<file path="src/sv/sie_pkg.sv">
// shared types and constants of the small instruction executor
`timescale 1ns / 1ps

package sie_pkg;

    // host operation codes
    localparam logic [2:0] OP_EXEC   = 3'd0;
    localparam logic [2:0] OP_MEM_WR = 3'd1;
    localparam logic [2:0] OP_MEM_RD = 3'd2;
    localparam logic [2:0] OP_REG_WR = 3'd3;
    localparam logic [2:0] OP_REG_RD = 3'd4;

    // instruction classes, bits 1..0
    localparam logic [1:0] CLS_ALU = 2'd0;
    localparam logic [1:0] CLS_BEQ = 2'd1;
    localparam logic [1:0] CLS_MEM = 2'd2;
    localparam logic [1:0] CLS_LI  = 2'd3;

    // register op functions, bits 3..2
    localparam logic [1:0] FN_ADD = 2'd0;
    localparam logic [1:0] FN_AND = 2'd1;
    localparam logic [1:0] FN_OR  = 2'd2;
    localparam logic [1:0] FN_SHL = 2'd3;

    // memory op functions, bits 3..2
    localparam logic [1:0] MFN_LD = 2'd0;
    localparam logic [1:0] MFN_LB = 2'd1;
    localparam logic [1:0] MFN_SD = 2'd2;
    localparam logic [1:0] MFN_SB = 2'd3;

    localparam logic [15:0] HALT_WORD = 16'hFFFF;
    localparam logic [3:0]  PC_IDX    = 4'd14;
    localparam logic [3:0]  ZERO_IDX  = 4'd0;
    localparam int          REG_COUNT = 16;
    localparam int          BANKS     = 8;

    typedef struct packed {
        logic [2:0]  op;
        logic [15:0] instr_word;
        logic [9:0]  host_mem_addr;
        logic [7:0]  host_mem_byte;
        logic [3:0]  host_reg_index;
        logic [63:0] host_reg_value;
    } t_in_beat;

    typedef struct packed {
        logic [63:0] next_pc;
        logic        halted;
        logic        fault;
        logic [63:0] read_data;
    } t_out_beat;

    // controller to datapath
    typedef struct packed {
        logic clear;
        logic accept;
        logic exec;
        logic wb;
    } t_cmd;

    // datapath to controller
    typedef struct packed {
        logic clear_last;
    } t_sts;

endpackage

</file>
<file path="src/sv/sie_ctrl.sv">
// controller state machine of the small instruction executor
`timescale 1ns / 1ps

module sie_ctrl (
    input  logic          i_clk,
    input  logic          i_rst_n,
    input  logic          i_in_valid,
    output logic          o_in_stall,
    output logic          o_out_valid,
    input  logic          i_out_stall,
    output sie_pkg::t_cmd o_cmd,
    input  sie_pkg::t_sts i_sts
);

    typedef enum logic [1:0] {
        S_CLEAR,
        S_IDLE,
        S_EXEC,
        S_WB
    } t_state;

    t_state r_state;
    logic   r_out_valid;
    logic   out_free;

    assign out_free = !r_out_valid || !i_out_stall;

    always_ff @(posedge i_clk) begin
        if (!i_rst_n) begin
            r_state     <= S_CLEAR;
            r_out_valid <= 1'b0;
        end else begin
            // a new result beat replaces the one leaving, else the register empties
            if (r_state == S_WB && out_free) begin
                r_out_valid <= 1'b1;
            end else if (r_out_valid && !i_out_stall) begin
                r_out_valid <= 1'b0;
            end
            case (r_state)
                S_CLEAR: begin
                    if (i_sts.clear_last) begin
                        r_state <= S_IDLE;
                    end
                end
                S_IDLE: begin
                    if (i_in_valid) begin
                        r_state <= S_EXEC;
                    end
                end
                S_EXEC: begin
                    r_state <= S_WB;
                end
                S_WB: begin
                    if (out_free) begin
                        r_state <= S_IDLE;
                    end
                end
                default: begin
                    r_state <= S_IDLE;
                end
            endcase
        end
    end

    always_comb begin
        o_cmd.clear  = (r_state == S_CLEAR);
        o_cmd.accept = (r_state == S_IDLE) && i_in_valid;
        o_cmd.exec   = (r_state == S_EXEC);
        o_cmd.wb     = (r_state == S_WB) && out_free;
    end

    assign o_in_stall  = (r_state != S_IDLE);
    assign o_out_valid = r_out_valid;

endmodule

</file>
<file path="config.mk">
export PLATFORM = sky130hd
export DESIGN_NAME = sie_ctrl
export DESIGN_NICKNAME = d
export VERILOG_FILES = /design/src/sv/sie_pkg.sv /design/src/sv/sie_ctrl.sv
export SDC_FILE = /design/constraint.sdc
export NUM_CORES = 1
export LEC_CHECK = 0
export ABC_AREA = 1
export BUFFER_PORTS_ARGS = -buffer_cell sky130_fd_sc_hd__buf_2
export CAP_MARGIN = 5
export CORE_AREA = 10 10 47 49
export DETAILED_ROUTE_END_ITERATION = 10
export DIE_AREA = 0 0 57 59
export GPL_TIMING_DRIVEN = 1
export PLACE_DENSITY = 0.37
export RECOVER_POWER = 100
export SYNTH_ARGS = -nofsm -noshare
export SYNTH_HDL_FRONTEND = slang
export SYNTH_SLANG_ARGS = --single-unit
export TNS_END_PERCENT = 1
</file>
<file path="constraint.sdc">
create_clock -name i_clk -period 1.26 [get_ports i_clk]
set_input_delay 0.126 -clock i_clk [delete_from_list [all_inputs] [get_ports i_clk]]
set_output_delay 0.126 -clock i_clk [all_outputs]
set_load 0.05 [all_outputs]
</file>
==> metrics.md, run 1 <==
| Metric | Value |
|---|---|
| Fraction of the yosys area taken by sequential cells | 0.2840 |
| Number of input and output port buffers inserted | 10 |
| Adder-cell area share of the yosys netlist | 0.2367 |
| Shortest clock period the worst path allows after layout | 1.217 ns |
| RePlAce Congestion | 0.6397 |
| Final Max Slew Viols | 0 |
| Compound-cell area share of the yosys netlist | 0.05917 |
| Multiplexer area fraction after synthesis | 0 |
| Data arrival time at the worst-slack endpoint | 1.09 ns |
| Standard-cell row count | 14 |
| Sequential power share | 0.187 |
| Clock latency on the worst-skew pair | 0.23 ns |
| Final HPWL from detailed placement | 462.2 um |
| Number of buffers inserted for hold repair after clock tree synthesis | 0 |
| Number of warnings issued by yosys | 0 |
| Initial core utilization | 0.1509 |
| Average wire per standard cell | 8.700 um |
| Maximum vdd drop | 0.0007271 V |
| Largest family of logic cells by synthesized area | simple AND/OR/NAND/NOR gates |
| Net count after synthesis | 39 |
| Routed wire length | 522 um |
| Chip height | 59 um |
| Reg2reg setup slack | 0.12 ns |
| Antenna violations before repair | 0 |
| Area overhead of the layout relative to synthesis | 65.68% |
| # diodes | 0 |
| Count of mapped cells out of synthesis | 30 |
| Setup repair after global routing missed its margin | yes |
| Number of DRC violations after detailed routing | 0 |
| Crit. End Element | output pin |
| Comb power frac | 0.642 |
| Fraction of layout cells with a size suffix above 1 | 0.4545 |
| Hold wc startpoint | i_rst_n |
| TritonCTS buffer count | 3 |
| Required time of the critical path | 1.13 ns |
| Mapped cell area | 211.5 um^2 |
| Clock transition time at the flip-flop clock pins of the worst setup and hold paths | 0.04 ns |
| Max-slew headroom | 0.8163 |
| Pre-CTS setup slack | 0.1246 ns |
| First drt pass iteration count | 4 |
| End-of-flow core utilization | 0.2500 |
| PnR worst setup slack | 0.04272 ns |
| Total power divided by cell area | 2764 mW/mm^2 |
| Setup violators final | 0 |
| Power share of the clock group | 0.171 |
| Post-layout nets | 54 |
| Startpoint of the worst setup timing path | r_state[0] |
| Reg2reg start | r_state[0] |
| Count of different cell masters after synthesis | 10 |
| Global route overflow | 0 |
| Maximum net fanout on the critical path | 3 |
| Count of routing violations after the opening detailed-route iteration | 3 |
| Hold/Removal Path Class | in2reg |
| Final hold vios | 0 |
| Ratio of final minimum period to clock period | 0.9661 |
| Die footprint | 0.003363 mm^2 |
| Wire length of the first global-routing pass | 869 um |
| Static leakage power | 0.0001812 uW |
| Result of the run | finished clean |
| Simple-Gate Fraction of Synth Area | 0.2959 |
| Pin slew with the least headroom to its limit | 0.2768 ns |
| Startpoint Class | register |
| Internal power summed over all cells | 461.1 uW |
| Synth Register Bits | 3 |
| Endpoint of the worst hold-timing path | r_state[1] |
| Switching pwr | 507.1 uW |
| Switching power share of the total | 0.5237 |
| Post-Synth XOR/XNOR Area | 0 |
| Count of antenna-violating nets left after detailed routing | 0 |
| Setup clock skew after layout | 0.001075 ns |
| Critical path type | reg2out |
| Largest net degree at the start of global routing | 5 |
| Post-synthesis average cell area | 7.048 um^2 |
| Depth of the worst hold-timing path | 3 |
| Clock tree from TritonCTS | done |
| Number of global-route vias before repair | 214 |
| Via count | 201 |
| Average vias per placed instance | 3.350 |
| Depth of the worst register-to-register path | 6 |
| TritonCTS sink count | 3 |
| Number of buffers on the longest clock path | 2 |
| Horizontal die dimension | 57 um |
| Fmax | 0.8215 GHz |
| Total core area | 0.001401 mm^2 |
| All-layer global routing usage | 0.03453 |
| Buffer cell driving the clock tree root | clkbuf_4 |
| Max_cap viols | 0 |
| H-tree Lvls | 1 |
| Capture point of the worst reg-to-reg path | r_state[0] |
| I/O pin total | 11 |
worst max path at each step:
stage | end | slack, ns | cells past startpoint
3_3_place_gp | o_in_stall | 0.12 | 4
2_1_floorplan | r_state[0] | -0.08 | 7
3_5_place_dp | o_in_stall | 0.12 | 4
5_1_grt | o_cmd[0] | -0.02 | 4
6_report | o_cmd[0] | 0.04 | 4
4_1_cts | o_cmd[2] | -0.008 | 5
final cells by class:
type / instances / area [um^2]
Fill cell: 165 / 1051
Clock buffer: 4 / 26.28
Inverter: 7 / 26.28
Tap cell: 16 / 20.02
Timing Repair Buffer: 10 / 73.82
Multi-Input combinational cell: 20 / 138.9
Sequential cell: 3 / 65.06
flip-flops by register name, summed over array words and instances, names as in the netlist:
| name | cells |
|---|---|
| o_out_valid | 1 |
| r_state | 2 |
timing repair:
item | in CTS | in global routing
endpoints found under the setup margin | 3 | 5
setup buffers | 0 | 0
gates resized for setup | 7 | 9
kinds of logic after synthesis:
| family | Yosys count |
|---|---|
| AOI/OAI and AO/OA | 2 |
| adders and majority gates | 4 |
| buffers and inverters | 7 |
| DFF | 3 |
| and+or+nand+nor | 14 |
layout by cell type (no fill, tap or decap):
| cell type | netlist | routed |
|---|---|---|
| clkbuf_2 | 0 | 1 |
| nand2_2 | 1 | 1 |
| ha_4 | 0 | 1 |
| inv_1 | 7 | 6 |
| nand3_1 | 1 | 2 |
| clkbuf_4 | 0 | 4 |
| a21oi_2 | 0 | 1 |
| dfxtp_2 | 0 | 1 |
| nor2_1 | 4 | 4 |
| dfxtp_4 | 0 | 1 |
| buf_6 | 0 | 3 |
| ha_1 | 4 | 2 |
| dfxtp_1 | 3 | 1 |
| ha_2 | 0 | 1 |
| a21boi_0 | 1 | 1 |
| nand2_1 | 7 | 7 |
| inv_2 | 0 | 1 |
| buf_4 | 0 | 1 |
| buf_2 | 0 | 4 |
| clkbuf_1 | 0 | 1 |
cells in the mapped netlist, drive strengths merged:
cell type / n / area, um^2
ha: 4 / 50.05
a21oi: 1 / 5.000
inv: 7 / 26.28
a21boi: 1 / 7.510
dfxtp: 3 / 60.06
nand2: 8 / 32.54
nand3: 2 / 15.01
nor2: 4 / 15.01
power by group through the flow:
stage	registers [uW]	clock network (uW)	logic (uW)
after floorplan	174	0	442
after global placement	161	0	566
after detailed placement	162	0	558
after CTS	165	175	601
after global routing	190	193	681
final	181	166	621
worst max-delay path: stages (launching register included):
cell,delay [ns]
dfxtp_4,0.36
ha_2,0.17
inv_1,0.05
a21oi_2,0.11
buf_6,0.17
metrics by stage:
stage	power (uW)	hold slack [ns]	instances	TNS [ns]	cell area [um^2]
finish	968.2	0.1355	60	0	350.3
global route	1064	0.1322	60	-0.02428	350.3
CTS	940.5	0.1301	60	-0.007790	330.3
detailed placement	719.9	0.3830	56	0	285.3
global placement	726.8	0.3800	56	0	285.3
floorplan	616.2	0.2465	30	-0.1527	215.2
metal layers:
| layer | track usage | vias up | share of wire |
|---|---|---|---|
| li1 | - | 115 | - |
| met1 | 0.02959 | 81 | 0.40 |
| met2 | 0.05581 | 5 | 0.55 |
| met3 | 0.01502 | 0 | 0.052 |
| met4 | 0.04027 | 0 | 0 |
| met5 | 0 | - | 0 |
(Power assumes the default switching activity.)
==> inputs of run 2 (changes only) <==
REMOVE_ABC_BUFFERS = 1   (was default)
==> run 2 against run 1 <==
Compared with the run above: worst hold slack worse by 0.0029 ns; clock skew is 0.00050 ns higher; cell count did not move; via count increased by 5.0%; routed wire length increased by 3.8%; sequential power is 7% higher; setup slack gained 0.012 ns; critical path type unchanged; largest cell class unchanged; highest routed layer unchanged.
==> metrics.md, run 2 (synthesis gave the netlist of run 1 again) <==
| Metric | Value |
|---|---|
| Wire length of the first global-routing pass | 855 um |
| Ratio of final minimum period to clock period | 0.9562 |
| All-layer global routing usage | 0.03361 |
| Maximum vdd drop | 0.0008171 V |
| Count of antenna-violating nets left after detailed routing | 0 |
| Fmax | 0.8300 GHz |
| Die footprint | 0.003363 mm^2 |
| Largest net degree at the start of global routing | 5 |
| Initial core utilization | 0.1509 |
| Via count | 211 |
| Comb power frac | 0.640 |
| Clock transition time at the flip-flop clock pins of the worst setup and hold paths | 0.03 ns |
| Number of buffers inserted for hold repair after clock tree synthesis | 0 |
| Number of input and output port buffers inserted | 10 |
| Chip height | 59 um |
| Shortest clock period the worst path allows after layout | 1.205 ns |
| Power, Total | 998.1 uW |
| Number of flip-flops in the largest register | 2 |
| Count of routing violations after the opening detailed-route iteration | 0 |
| H-tree Lvls | 1 |
| Critical path type | reg2out |
| Final HPWL from detailed placement | 468.1 um |
| Final hold vios | 0 |
| Average vias per placed instance | 3.517 |
| Final Max Slew Viols | 0 |
| I/O pin total | 11 |
| Result of the run | finished clean |
| Data arrival time at the worst-slack endpoint | 1.08 ns |
| Max-slew headroom | 0.8353 |
| Hold/Removal Path Class | in2reg |
| Switching pwr | 527.6 uW |
| Maximum net fanout on the critical path | 3 |
| Fill cell count | 167 |
| Routed wire length | 542 um |
| Number of DRC violations after detailed routing | 0 |
| First drt pass iteration count | 1 |
| Fraction of layout cells with a size suffix above 1 | 0.4773 |
| Static leakage power | 0.0001877 uW |
| Switching power share of the total | 0.5286 |
| Area overhead of the layout relative to synthesis | 72.78% |
| Total power divided by cell area | 2732 mW/mm^2 |
| Setup repair after global routing missed its margin | yes |
| Setup violators final | 0 |
| Required time of the critical path | 1.13 ns |
| PnR worst setup slack | 0.05518 ns |
| Clock tree from TritonCTS | done |
| End-of-flow core utilization | 0.2607 |
| Pre-CTS setup slack | 0.1258 ns |
| Top library cells by usage in the layout, fill and taps aside | 7 x nand2_1, 6 x inv_1, 5 x buf_2, 4 x nor2_1, 4 x clkbuf_4 |
| Total core area | 0.001401 mm^2 |
| Post-layout nets | 54 |
| Crit. End Element | output pin |
| Buffer cell driving the clock tree root | clkbuf_4 |
| # diodes | 0 |
| Clock latency on the worst-skew pair | 0.23 ns |
| Horizontal die dimension | 57 um |
| Area of all sequential standard cells | 65.06 um^2 |
| Power share of the clock group | 0.165 |
| Depth of the worst register-to-register path | 6 |
| Antenna violations before repair | 0 |
| RePlAce Congestion | 0.6319 |
| Sequential power share | 0.195 |
| Setup clock skew after layout | 0.001577 ns |
| Startpoint Class | register |
| Global route overflow | 0 |
| TritonCTS sink count | 3 |
| Max_cap viols | 0 |
| Number of buffers on the longest clock path | 2 |
| Internal power summed over all cells | 470.5 uW |
| Standard-cell row count | 14 |
| Number of global-route vias before repair | 222 |
| Depth of the worst hold-timing path | 3 |
| Largest Register | r_state |
| Most common library cell in the layout ignoring fill and taps | nand2_1 |
| Pin slew with the least headroom to its limit | 0.2487 ns |
| Average wire per standard cell | 9.033 um |
| TritonCTS buffer count | 3 |
| Area of combinational cells with multiple inputs | 153.9 um^2 |
run 2: worst max-delay path: stages, from the launching register on:
cell and delay [ns]:
dfxtp_4 0.37, inv_1 0.08, ha_1 0.20, clkbuf_4 0.21
run 2: worst paths after layout:
kind / start / end / slack, ns
setup / recovery: r_state[0] / o_cmd[1] / 0.06
setup reg to reg: r_state[0] / r_state[0] / 0.13
hold / removal: i_rst_n / r_state[0] / 0.13
hold reg to reg: o_out_valid / o_out_valid / 0.51
run 2: layout make-up:
| class | instances | share of cell area |
|---|---|---|
| Timing Repair Buffer | 10 | 0.2021 |
| Sequential cell | 3 | 0.1781 |
| Multi-Input combinational cell | 20 | 0.4212 |
| Tap cell | 16 | 0.05479 |
| Clock buffer | 4 | 0.07192 |
| Inverter | 7 | 0.07192 |
run 2: repair_timing:
action | CTS | global route
setup endpoints to repair | 3 | 7
gates cloned | 0 | 0
setup buffers | 0 | 0
resized for setup | 7 | 11
run 2: power by group through the flow:
stage | clock network [uW] | registers [uW] | logic (uW)
5_1_grt | 175 | 201 | 694
4_1_cts | 176 | 164 | 600
2_1_floorplan | 0 | 174 | 439
3_5_place_dp | 0 | 162 | 558
6_report | 165 | 194 | 639
3_3_place_gp | 0 | 161 | 563
run 2: metal layers:
layer / wire length [um] / track usage / part of all wire / vias up
li1: - / - / - / 117
met1: 177 / 0.02356 / 0.33 / 91
met2: 337 / 0.06047 / 0.62 / 3
met3: 27 / 0.008584 / 0.050 / 0
met4: 0 / 0.05034 / 0 / 0
met5: 0 / 0 / 0 / -
run 2: metrics by stage:
stage / setup TNS [ns] / area [um^2] / instances / hold WS, ns
final: 0 / 365.4 / 60 / 0.1326
after global routing: -0.001536 / 365.4 / 60 / 0.1633
after CTS: -0.03623 / 326.6 / 60 / 0.1316
after detailed placement: 0 / 281.5 / 56 / 0.3817
after global placement: 0 / 281.5 / 56 / 0.3803
after floorplan: -0.3401 / 211.5 / 30 / 0.2465
